[config.mk]
export PLATFORM = sky130hd
export DESIGN_NAME = turtle_command_processor_unit_flat
export DESIGN_NICKNAME = d
export VERILOG_FILES = /design/src/design/tcp_pkg.sv /design/src/design/tcp_req_if.sv /design/src/design/tcp_rsp_if.sv /design/src/design/tcp_csr_if.sv /design/src/design/tcp_cordic.sv /design/src/design/tcp_screen.sv /design/src/design/turtle_command_processor_unit.sv /design/src/flat_wrapper.sv
export SDC_FILE = /design/constraint.sdc
export NUM_CORES = 2
export LEC_CHECK = 0
export BUFFER_PORTS_ARGS = -buffer_cell sky130_fd_sc_hd__buf_2
export CELL_PAD_IN_SITES_DETAIL_PLACEMENT = 1
export CELL_PAD_IN_SITES_GLOBAL_PLACEMENT = 1
export CORE_ASPECT_RATIO = 0.7
export CORE_MARGIN = 10
export CORE_UTILIZATION = 46
export CTS_CLUSTER_SIZE = 16
export DETAILED_ROUTE_END_ITERATION = 10
export GPL_TIMING_DRIVEN = 0
export HOLD_SLACK_MARGIN = 0.03
export PLACE_DENSITY_LB_ADDON = 0.1
export REMOVE_ABC_BUFFERS = 1
export SYNTH_ARGS = -nofsm -noshare
export SYNTH_HDL_FRONTEND = slang
export SYNTH_SLANG_ARGS = --single-unit
[constraint.sdc]
create_clock -name clock -period 10.45 [get_ports clock]
set_clock_uncertainty 0.15 [all_clocks]
set_input_delay 0.5225 -clock clock [delete_from_list [all_inputs] [get_ports clock]]
set_output_delay 0.5225 -clock clock [all_outputs]
set_load 0.05 [all_outputs]
[src/design/tcp_pkg.sv]
`timescale 1ns / 1ps

package tcp_pkg;

   // Default sizing, handed to the top level as parameter defaults.
   localparam int POS_WIDTH_DEF    = 20;
   localparam int CORDIC_STEPS_DEF = 16;

   // Field widths of the channels.
   localparam int ACTION_W    = 3;
   localparam int OPERAND_W   = 17;
   localparam int COORD_W     = 16;
   localparam int ORIGIN_W    = 12;
   localparam int HEIGHT_W    = 13;
   localparam int CSR_INDEX_W = 2;
   localparam int CSR_DATA_W  = 13;
   localparam int HEADING_W   = 16;

   // Register values after reset.
   localparam int RESET_ORIGIN_X = 400;
   localparam int RESET_ORIGIN_Y = 300;
   localparam int RESET_HEIGHT   = 600;

   // Angles in 1/128 degree.
   localparam int FULL_TURN    = 46080;
   localparam int HALF_TURN    = 23040;
   localparam int QUARTER_TURN = 11520;

   // CORDIC datapath: 16 extra fractional bits on the vector, angle in 1/65536 degree.
   localparam int INV_GAIN_Q30   = 652032874;
   localparam int GAIN_W         = 30;
   localparam int PRESCALE_SHIFT = 14;
   localparam int PRESCALE_ROUND = 8192;
   localparam int FRAC_SHIFT     = 16;
   localparam int ANGLE_SHIFT    = 9;
   localparam int CORDIC_W       = 36;
   localparam int ANGLE_W        = 26;
   localparam int DELTA_W        = CORDIC_W - FRAC_SHIFT;
   localparam int ATAN_COUNT     = 24;
   localparam int ATAN_IDX_W     = 5;
   localparam int ATAN_W         = 22;

   typedef enum logic [ACTION_W-1:0] {
      ACT_HOME      = 3'd0,
      ACT_FORWARD   = 3'd1,
      ACT_LEFT      = 3'd2,
      ACT_RIGHT     = 3'd3,
      ACT_PEN_UP    = 3'd4,
      ACT_PEN_DOWN  = 3'd5
   } action_type;

   typedef enum logic [CSR_INDEX_W-1:0] {
      CSR_ORIGIN_X = 2'd0,
      CSR_ORIGIN_Y = 2'd1,
      CSR_HEIGHT   = 2'd2
   } csr_index_type;

   typedef enum logic [1:0] {
      ST_IDLE,
      ST_WRAP,
      ST_ROTATE,
      ST_LATCH
   } tcp_state_type;

   typedef enum logic [1:0] {
      CS_IDLE,
      CS_RUN,
      CS_ROUND
   } cordic_state_type;

   typedef struct packed {
      logic                        start;
      logic [HEADING_W-1:0]        heading;
      logic signed [OPERAND_W-1:0] distance;
   } cordic_req_type;

   typedef struct packed {
      logic                      busy;
      logic                      done;
      logic signed [DELTA_W-1:0] dx;
      logic signed [DELTA_W-1:0] dy;
   } cordic_rsp_type;

   // Arctangent of 2^-i in 1/65536 degree, rounded.
   function automatic logic [ATAN_W-1:0] atan_entry(input logic [ATAN_IDX_W-1:0] idx);
      logic [ATAN_W-1:0] value;
      unique case (idx)
         5'd0:    value = 22'd2949120;
         5'd1:    value = 22'd1740967;
         5'd2:    value = 22'd919879;
         5'd3:    value = 22'd466945;
         5'd4:    value = 22'd234379;
         5'd5:    value = 22'd117304;
         5'd6:    value = 22'd58666;
         5'd7:    value = 22'd29335;
         5'd8:    value = 22'd14668;
         5'd9:    value = 22'd7334;
         5'd10:   value = 22'd3667;
         5'd11:   value = 22'd1833;
         5'd12:   value = 22'd917;
         5'd13:   value = 22'd458;
         5'd14:   value = 22'd229;
         5'd15:   value = 22'd115;
         5'd16:   value = 22'd57;
         5'd17:   value = 22'd29;
         5'd18:   value = 22'd14;
         5'd19:   value = 22'd7;
         5'd20:   value = 22'd4;
         5'd21:   value = 22'd2;
         5'd22:   value = 22'd1;
         default: value = 22'd0;
      endcase
      return value;
   endfunction

endpackage

[src/design/tcp_req_if.sv]
`timescale 1ns / 1ps

// Command channel: one action with its operand per transaction.
interface tcp_req_if import tcp_pkg::*; ();
   logic                        valid;
   logic                        ready;
   logic [ACTION_W-1:0]         action;
   logic signed [OPERAND_W-1:0] operand;

   modport source (output valid, action, operand, input ready);
   modport sink   (input valid, action, operand, output ready);
endinterface

[src/design/tcp_rsp_if.sv]
`timescale 1ns / 1ps

// Segment channel: one line segment in screen coordinates per transaction.
interface tcp_rsp_if import tcp_pkg::*; ();
   logic                      valid;
   logic                      ready;
   logic signed [COORD_W-1:0] x_start;
   logic signed [COORD_W-1:0] y_start;
   logic signed [COORD_W-1:0] x_end;
   logic signed [COORD_W-1:0] y_end;

   modport source (output valid, x_start, y_start, x_end, y_end, input ready);
   modport sink   (input valid, x_start, y_start, x_end, y_end, output ready);
endinterface

[src/design/tcp_csr_if.sv]
`timescale 1ns / 1ps

// Register write channel: index and data per transaction.
interface tcp_csr_if import tcp_pkg::*; ();
   logic                   valid;
   logic                   ready;
   logic [CSR_INDEX_W-1:0] index;
   logic [CSR_DATA_W-1:0]  data;

   modport source (output valid, index, data, input ready);
   modport sink   (input valid, index, data, output ready);
endinterface

[src/design/tcp_cordic.sv]
`timescale 1ns / 1ps

module tcp_cordic import tcp_pkg::*; #(
   parameter int CORDIC_STEPS = CORDIC_STEPS_DEF
) (
   input  logic           clock,
   input  logic           reset,
   input  cordic_req_type req_in,
   output cordic_rsp_type rsp_out
);

   localparam int STEPS  = (CORDIC_STEPS > ATAN_COUNT) ? ATAN_COUNT : CORDIC_STEPS;
   localparam int ITER_W = $clog2(STEPS);
   localparam int PROD_W = OPERAND_W + GAIN_W;
   localparam logic [ITER_W-1:0] LAST_ITER = ITER_W'(STEPS - 1);

   localparam logic signed [HEADING_W:0] FULL_S    = (HEADING_W + 1)'(FULL_TURN);
   localparam logic signed [HEADING_W:0] HALF_S    = (HEADING_W + 1)'(HALF_TURN);
   localparam logic signed [HEADING_W:0] QUARTER_S = (HEADING_W + 1)'(QUARTER_TURN);
   localparam logic signed [HEADING_W:0] NQUARTER_S = -(HEADING_W + 1)'(QUARTER_TURN);
   localparam logic [PROD_W-1:0] GAIN_EXT   = PROD_W'(INV_GAIN_Q30);
   localparam logic [PROD_W-1:0] PRE_ROUND  = PROD_W'(PRESCALE_ROUND);
   localparam logic signed [CORDIC_W-1:0] HALF_LSB = CORDIC_W'(1 << (FRAC_SHIFT - 1));

   cordic_state_type state_ff, state_in;
   logic [ITER_W-1:0] iter_ff, iter_in;
   logic done_ff, done_in;
   logic flip_ff, flip_in;
   logic signed [CORDIC_W-1:0] x_ff, x_in, y_ff, y_in;
   logic signed [ANGLE_W-1:0]  z_ff, z_in;
   logic signed [DELTA_W-1:0]  dx_ff, dx_in, dy_ff, dy_in;

   logic signed [HEADING_W:0]  h_wrap, h_fold;
   logic                       fold;
   logic [OPERAND_W-1:0]       mag;
   logic [PROD_W-1:0]          product, scaled;
   logic signed [CORDIC_W-1:0] x_load, xs, ys, x_fin, y_fin, x_rnd, y_rnd;
   logic signed [ANGLE_W-1:0]  z_load, atan_z;

   // Start of a rotation: fold the heading into +/-90 degrees and prescale the distance.
   always_comb begin
      h_wrap = {1'b0, req_in.heading};
      if (h_wrap >= HALF_S) begin
         h_wrap = h_wrap - FULL_S;
      end
      fold   = 1'b0;
      h_fold = h_wrap;
      if (h_wrap > QUARTER_S) begin
         h_fold = h_wrap - HALF_S;
         fold   = 1'b1;
      end else if (h_wrap < NQUARTER_S) begin
         h_fold = h_wrap + HALF_S;
         fold   = 1'b1;
      end
      mag     = req_in.distance[OPERAND_W-1] ? OPERAND_W'(-req_in.distance)
                                             : OPERAND_W'(req_in.distance);
      product = PROD_W'(mag) * GAIN_EXT;
      scaled  = (product + PRE_ROUND) >> PRESCALE_SHIFT;
      x_load  = signed'(CORDIC_W'(scaled));
      z_load  = ANGLE_W'(h_fold) <<< ANGLE_SHIFT;
   end

   // One micro-rotation of the shared datapath, and the final sign and rounding.
   always_comb begin
      xs     = x_ff >>> iter_ff;
      ys     = y_ff >>> iter_ff;
      atan_z = signed'({{(ANGLE_W - ATAN_W){1'b0}}, atan_entry(ATAN_IDX_W'(iter_ff))});
      x_fin  = flip_ff ? -x_ff : x_ff;
      y_fin  = flip_ff ? -y_ff : y_ff;
      x_rnd  = x_fin + HALF_LSB;
      y_rnd  = y_fin + HALF_LSB;
   end

   // Sequencer: load, iterate over the steps, then round.
   always_comb begin
      state_in = state_ff;
      iter_in  = iter_ff;
      done_in  = 1'b0;
      flip_in  = flip_ff;
      x_in     = x_ff;
      y_in     = y_ff;
      z_in     = z_ff;
      dx_in    = dx_ff;
      dy_in    = dy_ff;
      unique case (state_ff)
         CS_IDLE: begin
            if (req_in.start) begin
               x_in     = x_load;
               y_in     = '0;
               z_in     = z_load;
               flip_in  = fold ^ req_in.distance[OPERAND_W-1];
               iter_in  = '0;
               state_in = CS_RUN;
            end
         end
         CS_RUN: begin
            if (!z_ff[ANGLE_W-1]) begin
               x_in = x_ff - ys;
               y_in = y_ff + xs;
               z_in = z_ff - atan_z;
            end else begin
               x_in = x_ff + ys;
               y_in = y_ff - xs;
               z_in = z_ff + atan_z;
            end
            if (iter_ff == LAST_ITER) begin
               state_in = CS_ROUND;
            end else begin
               iter_in = iter_ff + 1'b1;
            end
         end
         CS_ROUND: begin
            dx_in    = x_rnd[CORDIC_W-1:FRAC_SHIFT];
            dy_in    = y_rnd[CORDIC_W-1:FRAC_SHIFT];
            done_in  = 1'b1;
            state_in = CS_IDLE;
         end
         default: begin
            state_in = CS_IDLE;
         end
      endcase
   end

   always_ff @(posedge clock) begin
      if (reset) begin
         state_ff <= CS_IDLE;
         done_ff  <= 1'b0;
      end else begin
         state_ff <= state_in;
         done_ff  <= done_in;
      end
   end

   always_ff @(posedge clock) begin
      iter_ff <= iter_in;
      flip_ff <= flip_in;
      x_ff    <= x_in;
      y_ff    <= y_in;
      z_ff    <= z_in;
      dx_ff   <= dx_in;
      dy_ff   <= dy_in;
   end

   assign rsp_out.busy = (state_ff != CS_IDLE);
   assign rsp_out.done = done_ff;
   assign rsp_out.dx   = dx_ff;
   assign rsp_out.dy   = dy_ff;

endmodule

[src/design/tcp_screen.sv]
`timescale 1ns / 1ps

module tcp_screen import tcp_pkg::*; #(
   parameter int POS_WIDTH = POS_WIDTH_DEF
) (
   input  logic signed [POS_WIDTH-1:0] pos_x,
   input  logic signed [POS_WIDTH-1:0] pos_y,
   input  logic [ORIGIN_W-1:0]         col_base,
   input  logic [ORIGIN_W-1:0]         row_base,
   input  logic [HEIGHT_W-1:0]         height,
   output logic signed [COORD_W-1:0]   screen_x,
   output logic signed [COORD_W-1:0]   screen_y
);

   localparam int SCR_W = ((POS_WIDTH > 18) ? POS_WIDTH : 18) + 3;
   localparam int PIX_W = SCR_W - 4;
   localparam logic signed [PIX_W-1:0] PIX_MAX = PIX_W'(32767);
   localparam logic signed [PIX_W-1:0] PIX_MIN = PIX_W'(-32768);

   logic signed [SCR_W-1:0] cx, cy;

   // Truncate toward zero to whole pixels, then saturate to the coordinate range.
   function automatic logic signed [COORD_W-1:0] to_pixel(input logic signed [SCR_W-1:0] v);
      logic signed [SCR_W-1:0] biased;
      logic signed [PIX_W-1:0] q;
      biased = v + (v[SCR_W-1] ? SCR_W'(15) : SCR_W'(0));
      q      = biased[SCR_W-1:4];
      if (q > PIX_MAX) begin
         return PIX_MAX[COORD_W-1:0];
      end else if (q < PIX_MIN) begin
         return PIX_MIN[COORD_W-1:0];
      end
      return q[COORD_W-1:0];
   endfunction

   // Shift by the origin and flip the y axis downward.
   always_comb begin
      cx = SCR_W'(pos_x) + signed'(SCR_W'({col_base, 4'b0000}));
      cy = signed'(SCR_W'({height, 4'b0000})) - SCR_W'(pos_y)
           - signed'(SCR_W'({row_base, 4'b0000}));
      screen_x = to_pixel(cx);
      screen_y = to_pixel(cy);
   end

endmodule

[src/design/turtle_command_processor_unit.sv]
// Home, pen and unused commands finish in the idle state; a turn also passes the wrap state.
// Forward waits in the rotate state on the iterative CORDIC rotator, which does one
// micro-rotation per cycle, and with the pen down then latches the segment; a segment
// still held for the sink can stall the latch. The segment is presented once the rotation
// has finished and the output register is free.
// Synchronous active-high reset: turtle home, pen down, screen registers 400/300/600.
`timescale 1ns / 1ps

module turtle_command_processor_unit import tcp_pkg::*; #(
   parameter int POS_WIDTH    = POS_WIDTH_DEF,
   parameter int CORDIC_STEPS = CORDIC_STEPS_DEF
) (
   input logic        clock,
   input logic        reset,
   tcp_req_if.sink    req_chan,
   tcp_rsp_if.source  rsp_chan,
   tcp_csr_if.sink    csr_chan
);

   localparam int SUM_W  = ((POS_WIDTH > DELTA_W) ? POS_WIDTH : DELTA_W) + 1;
   localparam int TURN_W = OPERAND_W + 1;
   localparam longint POS_HI_L = (longint'(1) <<< (POS_WIDTH - 1)) - 1;
   localparam logic signed [SUM_W-1:0]  POS_HI  = SUM_W'(POS_HI_L);
   localparam logic signed [SUM_W-1:0]  POS_LO  = SUM_W'(-POS_HI_L - 1);
   localparam logic signed [TURN_W-1:0] FULL_T  = TURN_W'(FULL_TURN);

   tcp_state_type state_ff, state_in;
   logic signed [POS_WIDTH-1:0] pos_x_ff, pos_x_in, pos_y_ff, pos_y_in;
   logic [HEADING_W-1:0]        heading_ff, heading_in;
   logic                        pen_ff, pen_in;
   logic signed [TURN_W-1:0]    turn_acc_ff, turn_acc_in;
   logic [ORIGIN_W-1:0]         col_base_ff, col_base_in, row_base_ff, row_base_in;
   logic [HEIGHT_W-1:0]         height_ff, height_in;
   logic signed [COORD_W-1:0]   start_x_ff, start_x_in, start_y_ff, start_y_in;
   logic                        rsp_valid_ff, rsp_valid_in;
   logic signed [COORD_W-1:0]   out_xs_ff, out_xs_in, out_ys_ff, out_ys_in;
   logic signed [COORD_W-1:0]   out_xe_ff, out_xe_in, out_ye_ff, out_ye_in;

   logic                      req_take;
   logic signed [SUM_W-1:0]   sum_x, sum_y;
   logic signed [TURN_W-1:0]  turn_sum;
   logic signed [COORD_W-1:0] scr_x, scr_y;
   cordic_req_type            cordic_req;
   cordic_rsp_type            cordic_rsp;

   tcp_cordic #(
      .CORDIC_STEPS (CORDIC_STEPS)
   ) u_cordic (
      .clock   (clock),
      .reset   (reset),
      .req_in  (cordic_req),
      .rsp_out (cordic_rsp)
   );

   // Screen point of the current position.
   tcp_screen #(
      .POS_WIDTH (POS_WIDTH)
   ) u_screen (
      .pos_x    (pos_x_ff),
      .pos_y    (pos_y_ff),
      .col_base (col_base_ff),
      .row_base (row_base_ff),
      .height   (height_ff),
      .screen_x (scr_x),
      .screen_y (scr_y)
   );

   assign req_chan.ready = (state_ff == ST_IDLE);
   assign req_take       = req_chan.valid && req_chan.ready;

   assign cordic_req.start    = req_take && (req_chan.action == ACT_FORWARD);
   assign cordic_req.heading  = heading_ff;
   assign cordic_req.distance = req_chan.operand;

   // Position sums for the move and the raw heading sum for a turn.
   always_comb begin
      sum_x = SUM_W'(pos_x_ff) + SUM_W'(cordic_rsp.dx);
      sum_y = SUM_W'(pos_y_ff) + SUM_W'(cordic_rsp.dy);
      if (req_chan.action == ACT_LEFT) begin
         turn_sum = signed'(TURN_W'(heading_ff)) + TURN_W'(req_chan.operand);
      end else begin
         turn_sum = signed'(TURN_W'(heading_ff)) - TURN_W'(req_chan.operand);
      end
   end

   // Register writes; the port never stalls.
   assign csr_chan.ready = 1'b1;

   always_comb begin
      col_base_in = col_base_ff;
      row_base_in = row_base_ff;
      height_in   = height_ff;
      if (csr_chan.valid) begin
         unique case (csr_chan.index)
            CSR_ORIGIN_X: col_base_in = csr_chan.data[ORIGIN_W-1:0];
            CSR_ORIGIN_Y: row_base_in = csr_chan.data[ORIGIN_W-1:0];
            CSR_HEIGHT:   height_in   = csr_chan.data[HEIGHT_W-1:0];
            default: begin
            end
         endcase
      end
   end

   // Command sequencer.
   always_comb begin
      state_in     = state_ff;
      pos_x_in     = pos_x_ff;
      pos_y_in     = pos_y_ff;
      heading_in   = heading_ff;
      pen_in       = pen_ff;
      turn_acc_in  = turn_acc_ff;
      start_x_in   = start_x_ff;
      start_y_in   = start_y_ff;
      rsp_valid_in = rsp_valid_ff && !rsp_chan.ready;
      out_xs_in    = out_xs_ff;
      out_ys_in    = out_ys_ff;
      out_xe_in    = out_xe_ff;
      out_ye_in    = out_ye_ff;
      unique case (state_ff)
         ST_IDLE: begin
            if (req_take) begin
               case (req_chan.action)
                  ACT_HOME: begin
                     pos_x_in   = '0;
                     pos_y_in   = '0;
                     heading_in = '0;
                  end
                  ACT_FORWARD: begin
                     start_x_in = scr_x;
                     start_y_in = scr_y;
                     state_in   = ST_ROTATE;
                  end
                  ACT_LEFT, ACT_RIGHT: begin
                     turn_acc_in = turn_sum;
                     state_in    = ST_WRAP;
                  end
                  ACT_PEN_UP:   pen_in = 1'b0;
                  ACT_PEN_DOWN: pen_in = 1'b1;
                  default: begin
                  end
               endcase
            end
         end
         ST_WRAP: begin
            // Bring the heading into one full turn, one correction per cycle.
            if (turn_acc_ff[TURN_W-1]) begin
               turn_acc_in = turn_acc_ff + FULL_T;
            end else if (turn_acc_ff >= FULL_T) begin
               turn_acc_in = turn_acc_ff - FULL_T;
            end else begin
               heading_in = turn_acc_ff[HEADING_W-1:0];
               state_in   = ST_IDLE;
            end
         end
         ST_ROTATE: begin
            if (cordic_rsp.done) begin
               if (sum_x > POS_HI) begin
                  pos_x_in = POS_HI[POS_WIDTH-1:0];
               end else if (sum_x < POS_LO) begin
                  pos_x_in = POS_LO[POS_WIDTH-1:0];
               end else begin
                  pos_x_in = sum_x[POS_WIDTH-1:0];
               end
               if (sum_y > POS_HI) begin
                  pos_y_in = POS_HI[POS_WIDTH-1:0];
               end else if (sum_y < POS_LO) begin
                  pos_y_in = POS_LO[POS_WIDTH-1:0];
               end else begin
                  pos_y_in = sum_y[POS_WIDTH-1:0];
               end
               state_in = pen_ff ? ST_LATCH : ST_IDLE;
            end
         end
         ST_LATCH: begin
            // Wait for the output register to be free, then present the segment.
            if (!rsp_valid_ff || rsp_chan.ready) begin
               out_xs_in    = start_x_ff;
               out_ys_in    = start_y_ff;
               out_xe_in    = scr_x;
               out_ye_in    = scr_y;
               rsp_valid_in = 1'b1;
               state_in     = ST_IDLE;
            end
         end
         default: begin
            state_in = ST_IDLE;
         end
      endcase
   end

   always_ff @(posedge clock) begin
      if (reset) begin
         state_ff     <= ST_IDLE;
         pos_x_ff     <= '0;
         pos_y_ff     <= '0;
         heading_ff   <= '0;
         pen_ff       <= 1'b1;
         rsp_valid_ff <= 1'b0;
         col_base_ff  <= ORIGIN_W'(RESET_ORIGIN_X);
         row_base_ff  <= ORIGIN_W'(RESET_ORIGIN_Y);
         height_ff    <= HEIGHT_W'(RESET_HEIGHT);
      end else begin
         state_ff     <= state_in;
         pos_x_ff     <= pos_x_in;
         pos_y_ff     <= pos_y_in;
         heading_ff   <= heading_in;
         pen_ff       <= pen_in;
         rsp_valid_ff <= rsp_valid_in;
         col_base_ff  <= col_base_in;
         row_base_ff  <= row_base_in;
         height_ff    <= height_in;
      end
   end

   always_ff @(posedge clock) begin
      turn_acc_ff <= turn_acc_in;
      start_x_ff  <= start_x_in;
      start_y_ff  <= start_y_in;
      out_xs_ff   <= out_xs_in;
      out_ys_ff   <= out_ys_in;
      out_xe_ff   <= out_xe_in;
      out_ye_ff   <= out_ye_in;
   end

   assign rsp_chan.valid   = rsp_valid_ff;
   assign rsp_chan.x_start = out_xs_ff;
   assign rsp_chan.y_start = out_ys_ff;
   assign rsp_chan.x_end   = out_xe_ff;
   assign rsp_chan.y_end   = out_ye_ff;

   // The stored heading always lies within one full turn.
   assert property (@(posedge clock) disable iff (reset) heading_ff < HEADING_W'(FULL_TURN))
      else $error("heading outside one full turn");

   // The rotator only finishes while a forward command is waiting for it.
   assert property (@(posedge clock) disable iff (reset)
      cordic_rsp.done |-> state_ff == ST_ROTATE)
      else $error("rotator finished outside a forward command");

   // No rotation is in progress while commands are being taken.
   assert property (@(posedge clock) disable iff (reset)
      state_ff == ST_IDLE |-> !cordic_rsp.busy)
      else $error("rotator busy while the sequencer is idle");

   // A latched segment is presented in the next cycle and the sequencer is free again.
   assert property (@(posedge clock) disable iff (reset)
      (state_ff == ST_LATCH && (!rsp_valid_ff || rsp_chan.ready))
      |=> (rsp_valid_ff && state_ff == ST_IDLE))
      else $error("segment not presented after latching");

endmodule
[src/flat_wrapper.sv]
// flat-port wrapper written by rule: the top's interface ports become plain ports
module turtle_command_processor_unit_flat import tcp_pkg::*;
#(
   parameter int POS_WIDTH    = POS_WIDTH_DEF,
   parameter int CORDIC_STEPS = CORDIC_STEPS_DEF
)
  (clock, reset, req_chan_valid, req_chan_action, req_chan_operand, req_chan_ready, rsp_chan_valid, rsp_chan_x_start, rsp_chan_y_start, rsp_chan_x_end, rsp_chan_y_end, rsp_chan_ready, csr_chan_valid, csr_chan_index, csr_chan_data, csr_chan_ready);
  tcp_req_if req_chan_i ();
  tcp_rsp_if rsp_chan_i ();
  tcp_csr_if csr_chan_i ();
  input logic clock;
  input logic reset;
  input wire logic [$bits(req_chan_i.valid)-1:0] req_chan_valid;
  input wire logic [$bits(req_chan_i.action)-1:0] req_chan_action;
  input wire logic [$bits(req_chan_i.operand)-1:0] req_chan_operand;
  output wire logic [$bits(req_chan_i.ready)-1:0] req_chan_ready;
  output wire logic [$bits(rsp_chan_i.valid)-1:0] rsp_chan_valid;
  output wire logic [$bits(rsp_chan_i.x_start)-1:0] rsp_chan_x_start;
  output wire logic [$bits(rsp_chan_i.y_start)-1:0] rsp_chan_y_start;
  output wire logic [$bits(rsp_chan_i.x_end)-1:0] rsp_chan_x_end;
  output wire logic [$bits(rsp_chan_i.y_end)-1:0] rsp_chan_y_end;
  input wire logic [$bits(rsp_chan_i.ready)-1:0] rsp_chan_ready;
  input wire logic [$bits(csr_chan_i.valid)-1:0] csr_chan_valid;
  input wire logic [$bits(csr_chan_i.index)-1:0] csr_chan_index;
  input wire logic [$bits(csr_chan_i.data)-1:0] csr_chan_data;
  output wire logic [$bits(csr_chan_i.ready)-1:0] csr_chan_ready;
  assign req_chan_i.valid = req_chan_valid;
  assign req_chan_i.action = req_chan_action;
  assign req_chan_i.operand = req_chan_operand;
  assign req_chan_ready = req_chan_i.ready;
  assign rsp_chan_valid = rsp_chan_i.valid;
  assign rsp_chan_x_start = rsp_chan_i.x_start;
  assign rsp_chan_y_start = rsp_chan_i.y_start;
  assign rsp_chan_x_end = rsp_chan_i.x_end;
  assign rsp_chan_y_end = rsp_chan_i.y_end;
  assign rsp_chan_i.ready = rsp_chan_ready;
  assign csr_chan_i.valid = csr_chan_valid;
  assign csr_chan_i.index = csr_chan_index;
  assign csr_chan_i.data = csr_chan_data;
  assign csr_chan_ready = csr_chan_i.ready;
  turtle_command_processor_unit #(.POS_WIDTH(POS_WIDTH), .CORDIC_STEPS(CORDIC_STEPS)) u_core (.clock(clock), .reset(reset), .req_chan(req_chan_i), .rsp_chan(rsp_chan_i), .csr_chan(csr_chan_i));
endmodule
# Word-level counts from Yosys, hierarchy flattened
# Memories as Yosys holds them, arrays and structs flattened. A register that Yosys moved wholly into a read port is not among the register bits.
# Index checks and enable logic that the tools add are counted.
[totals] register_bits=357 romBits=352 in_bits=40 out_inout_bits=67 n_memories=1
[mem_list] memory="(no name shown)" words=16 word_bits=22 read_ports=1 rd_ports_with_merged_regs=1 wr=0 line="tcp_pkg.sv:87" source="unique case (idx)"
[op_classes] add_sub_neg=27 mul=1 magnitude_cmp=12 n_eq_ne=25 shift=2 muxes=69 bitwise_logic=1 n_reduce_logical=30
[ops] operator="$mux W36" n=6
[ops] operator="$mux W16" n=10
[ops] operator="$mux W20" n=8
[ops] operator="$pmux W36 S2" n=2
[ops] operator="$mux W18" n=5
[ops] operator="$pmux W20 S2" n=2
[ops] operator="$add A36 B17 Y36 const B" n=2
[ops] operator="$add A36 B36 Y36" n=2
[ops] operator="$neg A36 Y36" n=2
[ops] operator="$sshr A36 B4 Y36" n=2
[ops] operator="$sub A36 B36 Y36" n=2
[ops] operator="$mux W17" n=4
[ops] operator="$mux W26" n=2
[ops] operator="$pmux W26 S2" n=1
[ops] operator="$add A47 B14 Y47 const B" n=1
[ops] operator="$mul A17 B29 Y46 const B" n=1
[ops] operator="$add A20 B20 Y21" n=2
[ops] operator="$gt A21 B20 Y1 const B" n=2
[ops] operator="$lt A21 B20 Y1 const B" n=2
[ops] operator="$gt A19 B16 Y1 const B" n=2
[ops] operator="$lt A19 B16 Y1 const B" n=2
[ops] operator="$pmux W18 S2" n=1
[ops] operator="$pmux W16 S2" n=1
[ops] operator="$add A26 B23 Y26" n=1
[ops] operator="other kinds (49)" n=102

# Depth between registers and ports, before layout
[logic_depth] ltp_word=8 mapped_depth=36 depth_no_buf=34

# Cells and area by module
# Synthesis repeated with hierarchy kept, for this count alone.
[hier_totals] hier_cells=4716 area_unflattened_um2=42664.7
[modules_own_cells] module="tcp_cordic" instances=1 cells_per_inst=3192 area_each_um2=28444.8 seq_area_each_um2=4794.6
[modules_own_cells] module="turtle_command_processor_unit" instances=1 cells_per_inst=1068 area_each_um2=10842.9 seq_area_each_um2=5365.1
[modules_own_cells] module="tcp_screen" instances=1 cells_per_inst=456 area_each_um2=3377.0 seq_area_each_um2=0.0

# Worst setup path before layout
# No wires, ideal clock.
[synth_path] path_type="input port to flip-flop" from="in req_chan_operand[2]" to="reg u_core.u_cordic.x_ff[31], data pin" arrival_ns=9.597 required_ns=10.044 path_slack_ns=0.447 stages=32 cell_sequence="or3_2 -> or3_1 -> or3_1 -> or3_1 -> or3_1 -> nor3_1 -> nor2b_1 -> xor2_1 -> ha_1 -> inv_1 -> fa_1 -> fa_1 -> inv_1 -> fa_1 -> fa_1 -> inv_1 -> fa_1 -> inv_1 -> ha_1 -> buf_6 -> o21a_1 -> o21a_1 -> o22a_1 -> a221o_2 -> a211oi_4 -> nand3_2 -> or4_4 -> nor4_1 -> nand4_1 -> or4_1 -> xnor3_1 -> a21oi_1"
[synth_via] elab_chain_cells=6
[synth_lines] element="from (decl)" line="flat_wrapper.sv:15" source="input wire logic [$bits(req_chan_i.operand)-1:0] req_chan_operand;"
[synth_lines] element="$neg A17 Y17" line="tcp_cordic.sv:55" source="mag = req_in.distance[OPERAND_W-1] ? OPERAND_W'(-req_in.distance)"
[synth_lines] element="$mux W17 *" line="tcp_cordic.sv:55"
[synth_lines] element="$mul A17 B29 Y46 *" line="tcp_cordic.sv:57" source="product = PROD_W'(mag) * GAIN_EXT;"
[synth_lines] element="$add A47 B14 Y47 *" line="tcp_cordic.sv:58" source="scaled = (product + PRE_ROUND) >> PRESCALE_SHIFT;"
[synth_lines] element="$mux W36 *" line="tcp_cordic.sv:87" source="if (req_in.start) begin"
[synth_lines] element="$pmux W36 S2 *" line="tcp_cordic.sv:85" source="unique case (state_ff)"
[synth_lines] element="named net u_core.u_cordic.x_in[31]" line="tcp_cordic.sv:29" source="logic signed [CORDIC_W-1:0] x_ff, x_in, y_ff, y_in;"
[synth_lines] element="to (signal assigned)" line="tcp_cordic.sv:137" source="x_ff <= x_in;"
[synth_lines] element="to (decl)" line="tcp_cordic.sv:29"
# The timed path passes the listed nets; every way through them passes the cells marked *. The select of a mux whose other input is x is not followed.
# A chain may end at the register's enable or synchronous reset.

# Final worst setup path
[layout_path] from="in req_chan_operand[0]" to="reg u_core.u_cordic.x_ff[30], data pin"
# Same word-level chain as after synthesis.

==> results.cfg <==
[route]
drt_iter0_drc = 2785
wl_um = 131000
wl_per_cell_um = 22.65
via_per_inst = 5.933
route.detailed.drc = 0
dr_total_vias = 34323
ant_nets = 0
first_pass_iters = 5

[clocking]
ctsHtreeMaxLevel = 2
clock_latency_ps = 620
clockBufferDepth = 3
cts_tree = built
cts_made_buffers = 43
clk_pin_slew_ps = 80
root_buffer = clkbuf_16
clock-sinks = 379

[sta]
fin_ws_ps = 145.7
hold_slack_ps = 72.79
period_minus_slack_ps = 10300
max_freq_mhz = 97.05
maxSlewViolCount = 0
setup_tns_ps = 0
setup_viol = 0
relSlewSlack_pct = 2.674
tightest_slew_ps = 1449
rsz0062_at_grt = true
finalCritPeriodShare_pct = 98.61
hold_viol = 0

[die]
die-area_um2 = 101900
start_util_pct = 46.50
die_x_um = 377.2
core_um2 = 88350
ios = 107
die_y_um = 270.0
rows = 91

[setup_path]
crit_path_end_kind = flip-flop
crit_arrival_ps = 10520
cpMaxStageDelayCell = fa_1
worstSetupPathType = in -> reg
cp_common_cell = fa_1
cp.required_ps = 10670
cp_max_fo = 10
critPathLaunch = req_chan_operand[0]
regToRegStartpoint = u_core.u_cordic.iter_ff[2]
slowest_delay_ps = 590
start_kind = input port

[finish]
areaGrowthSynthToFinish_pct = 9.950
multi_input_area_um2 = 28800
mostFrequentLayoutCells = inv_1 (457), nand2_1 (417), ha_1 (358), nor2_1 (346), a21oi_1 (316)
fillers = 10181
final_common_cell = inv_1
area.sequential_um2 = 10160
layout.nets = 5210
drive_above_1_share_pct = 10.82

[global_route]
grt_max_degree = 63
grt_overflow = 0
antenna_found_initial = 3
grt_pass1_vias = 34525
grt_usage_pct = 25.19
grt_pass1_wl_um = 205100

[yosys]
synth_top_family_by_area = adder cells
netlist_area_um2 = 41080
yosysUniqueCellTypes = 128
synthXorXnorAreaFrac_pct = 9.109
synth_mux_area_share_pct = 6.727
ys_ff_latch = 379
synth_cells = 4549
yosys_warnings = 0
ys.flop_type = edfxtp_1
async_reset_ff_share_pct = 0
synth-simple-area-share_pct = 15.59
synth_compound_area_share_pct = 15.84
syn_avg_cell_area_um2 = 9.032
synth_edf_count = 257
yosysSeqAreaShare_pct = 24.73
synth_adder_area_share_pct = 21.84

[min_path]
hold_start = csr_chan_data[2]
hold_path.class = in -> reg

[status]
status = complete, no violations

[placed_design]
dpl.hpwl_um = 104900
globalplace.congestion = 0.9482
post-place-ws_ps = -1777
port-buffer-count = 105

[job]
drv_cap = 0
-- area by class of cell --
cell class,count,area share [%]
flip-flops and latches,379,22.49
inverters,465,3.886
diodes,2,0.01108
well taps,1162,3.219
clock buffers,60,2.836
multi-input cells,3531,63.75
repair buffers,166,3.410
clock inverters,20,0.3961
-- sequential cells by signal, summed over array words and instances, names as in the netlist, 12 cells and up --
signal / flops
u_core.col_base_ff: 12
u_core.pos_x_ff: 20
u_core.u_cordic.dx_ff: 20
u_core.rsp_chan.x_end: 16
u_core.rsp_chan.y_start: 16
u_core.u_cordic.y_ff: 36
u_core.row_base_ff: 12
u_core.heading_ff: 16
u_core.u_cordic.atan_z: 22
u_core.rsp_chan.x_start: 16
u_core.start_y_ff: 16
u_core.u_cordic.x_ff: 36
u_core.pos_y_ff: 20
u_core.rsp_chan.y_end: 16
u_core.start_x_ff: 16
u_core.u_cordic.z_ff: 26
u_core.height_ff: 13
u_core.turn_acc_ff: 18
u_core.u_cordic.dy_ff: 20
-- final timing paths --
check / cells after the start / slack (ps) / to
worst min-delay path: 3 / 70 / u_core.col_base_ff[2]
worst min register to register: 0 / 270 / u_core.rsp_chan.y_start[8]
worst max-delay path: 32 / 150 / u_core.u_cordic.x_ff[30]
worst max register to register: 23 / 2430 / u_core.u_cordic.x_ff[32]
-- logic make-up (layout without fill, tap and decap cells) --
| group | after synthesis | in the layout |
|---|---|---|
| compound gates | 1020 | 1020 |
| xor+xnor | 424 | 424 |
| mux | 166 | 166 |
| other cells | 1 | 3 |
| buf+inv | 639 | 711 |
| simple gates | 1330 | 1330 |
| flops | 379 | 379 |
| fa+ha+maj | 590 | 590 |
-- synthesized netlist by cell type (119+ instances only) --
cell	number	area share [%]
inv_1	462	4.2
nand2_1	418	3.8
ha_1	370	11
nor2_1	350	3.2
a21oi_1	320	3.9
edfxtp_1	257	19
xnor2_1	249	5.3
o21ai_0	241	2.9
fa_1	214	10
xor2_1	172	3.7
dfxtp_1	122	5.9
clkbuf_1	119	1.1
-- worst max-delay path, delay by kind of cell --
family	cells	cell delay, ps
adders and majority gates	7	3460
buffers and inverters	6	730
AOI/OAI and AO/OA	3	750
and+or+nand+nor	14	4400
xor gates and xnor gates	2	600
-- stage by stage --
step           cells  cell area [µm²]  utilization [%]
6_report        5785            45170            51.13
3_3_place_gp    5642            42280            47.85
4_1_cts         5767            44870            50.78
5_1_grt         5785            45170            51.13
2_1_floorplan   4375            40300                -
3_5_place_dp    5674            43110            48.79
-- timing repair --
item,in CTS,in global routing
setup buffers,4,15
gates resized for setup,35,39
hold buffers,9,0
hold endpoints to repair,19,0
setup endpoints to repair,14,14
pin swaps,2,13
-- per-layer routing --
metal	up-vias	GRT usage, %	wire length (µm)
met2	976	35.31	53140
met4	0	3.698	1518
met5	-	0	0
li1	16152	-	-
met3	82	6.078	10920
met1	17113	39.10	65460
Power is not shown: default switching activity piles up to over one toggle a cycle in this logic, so the estimate is an artifact.
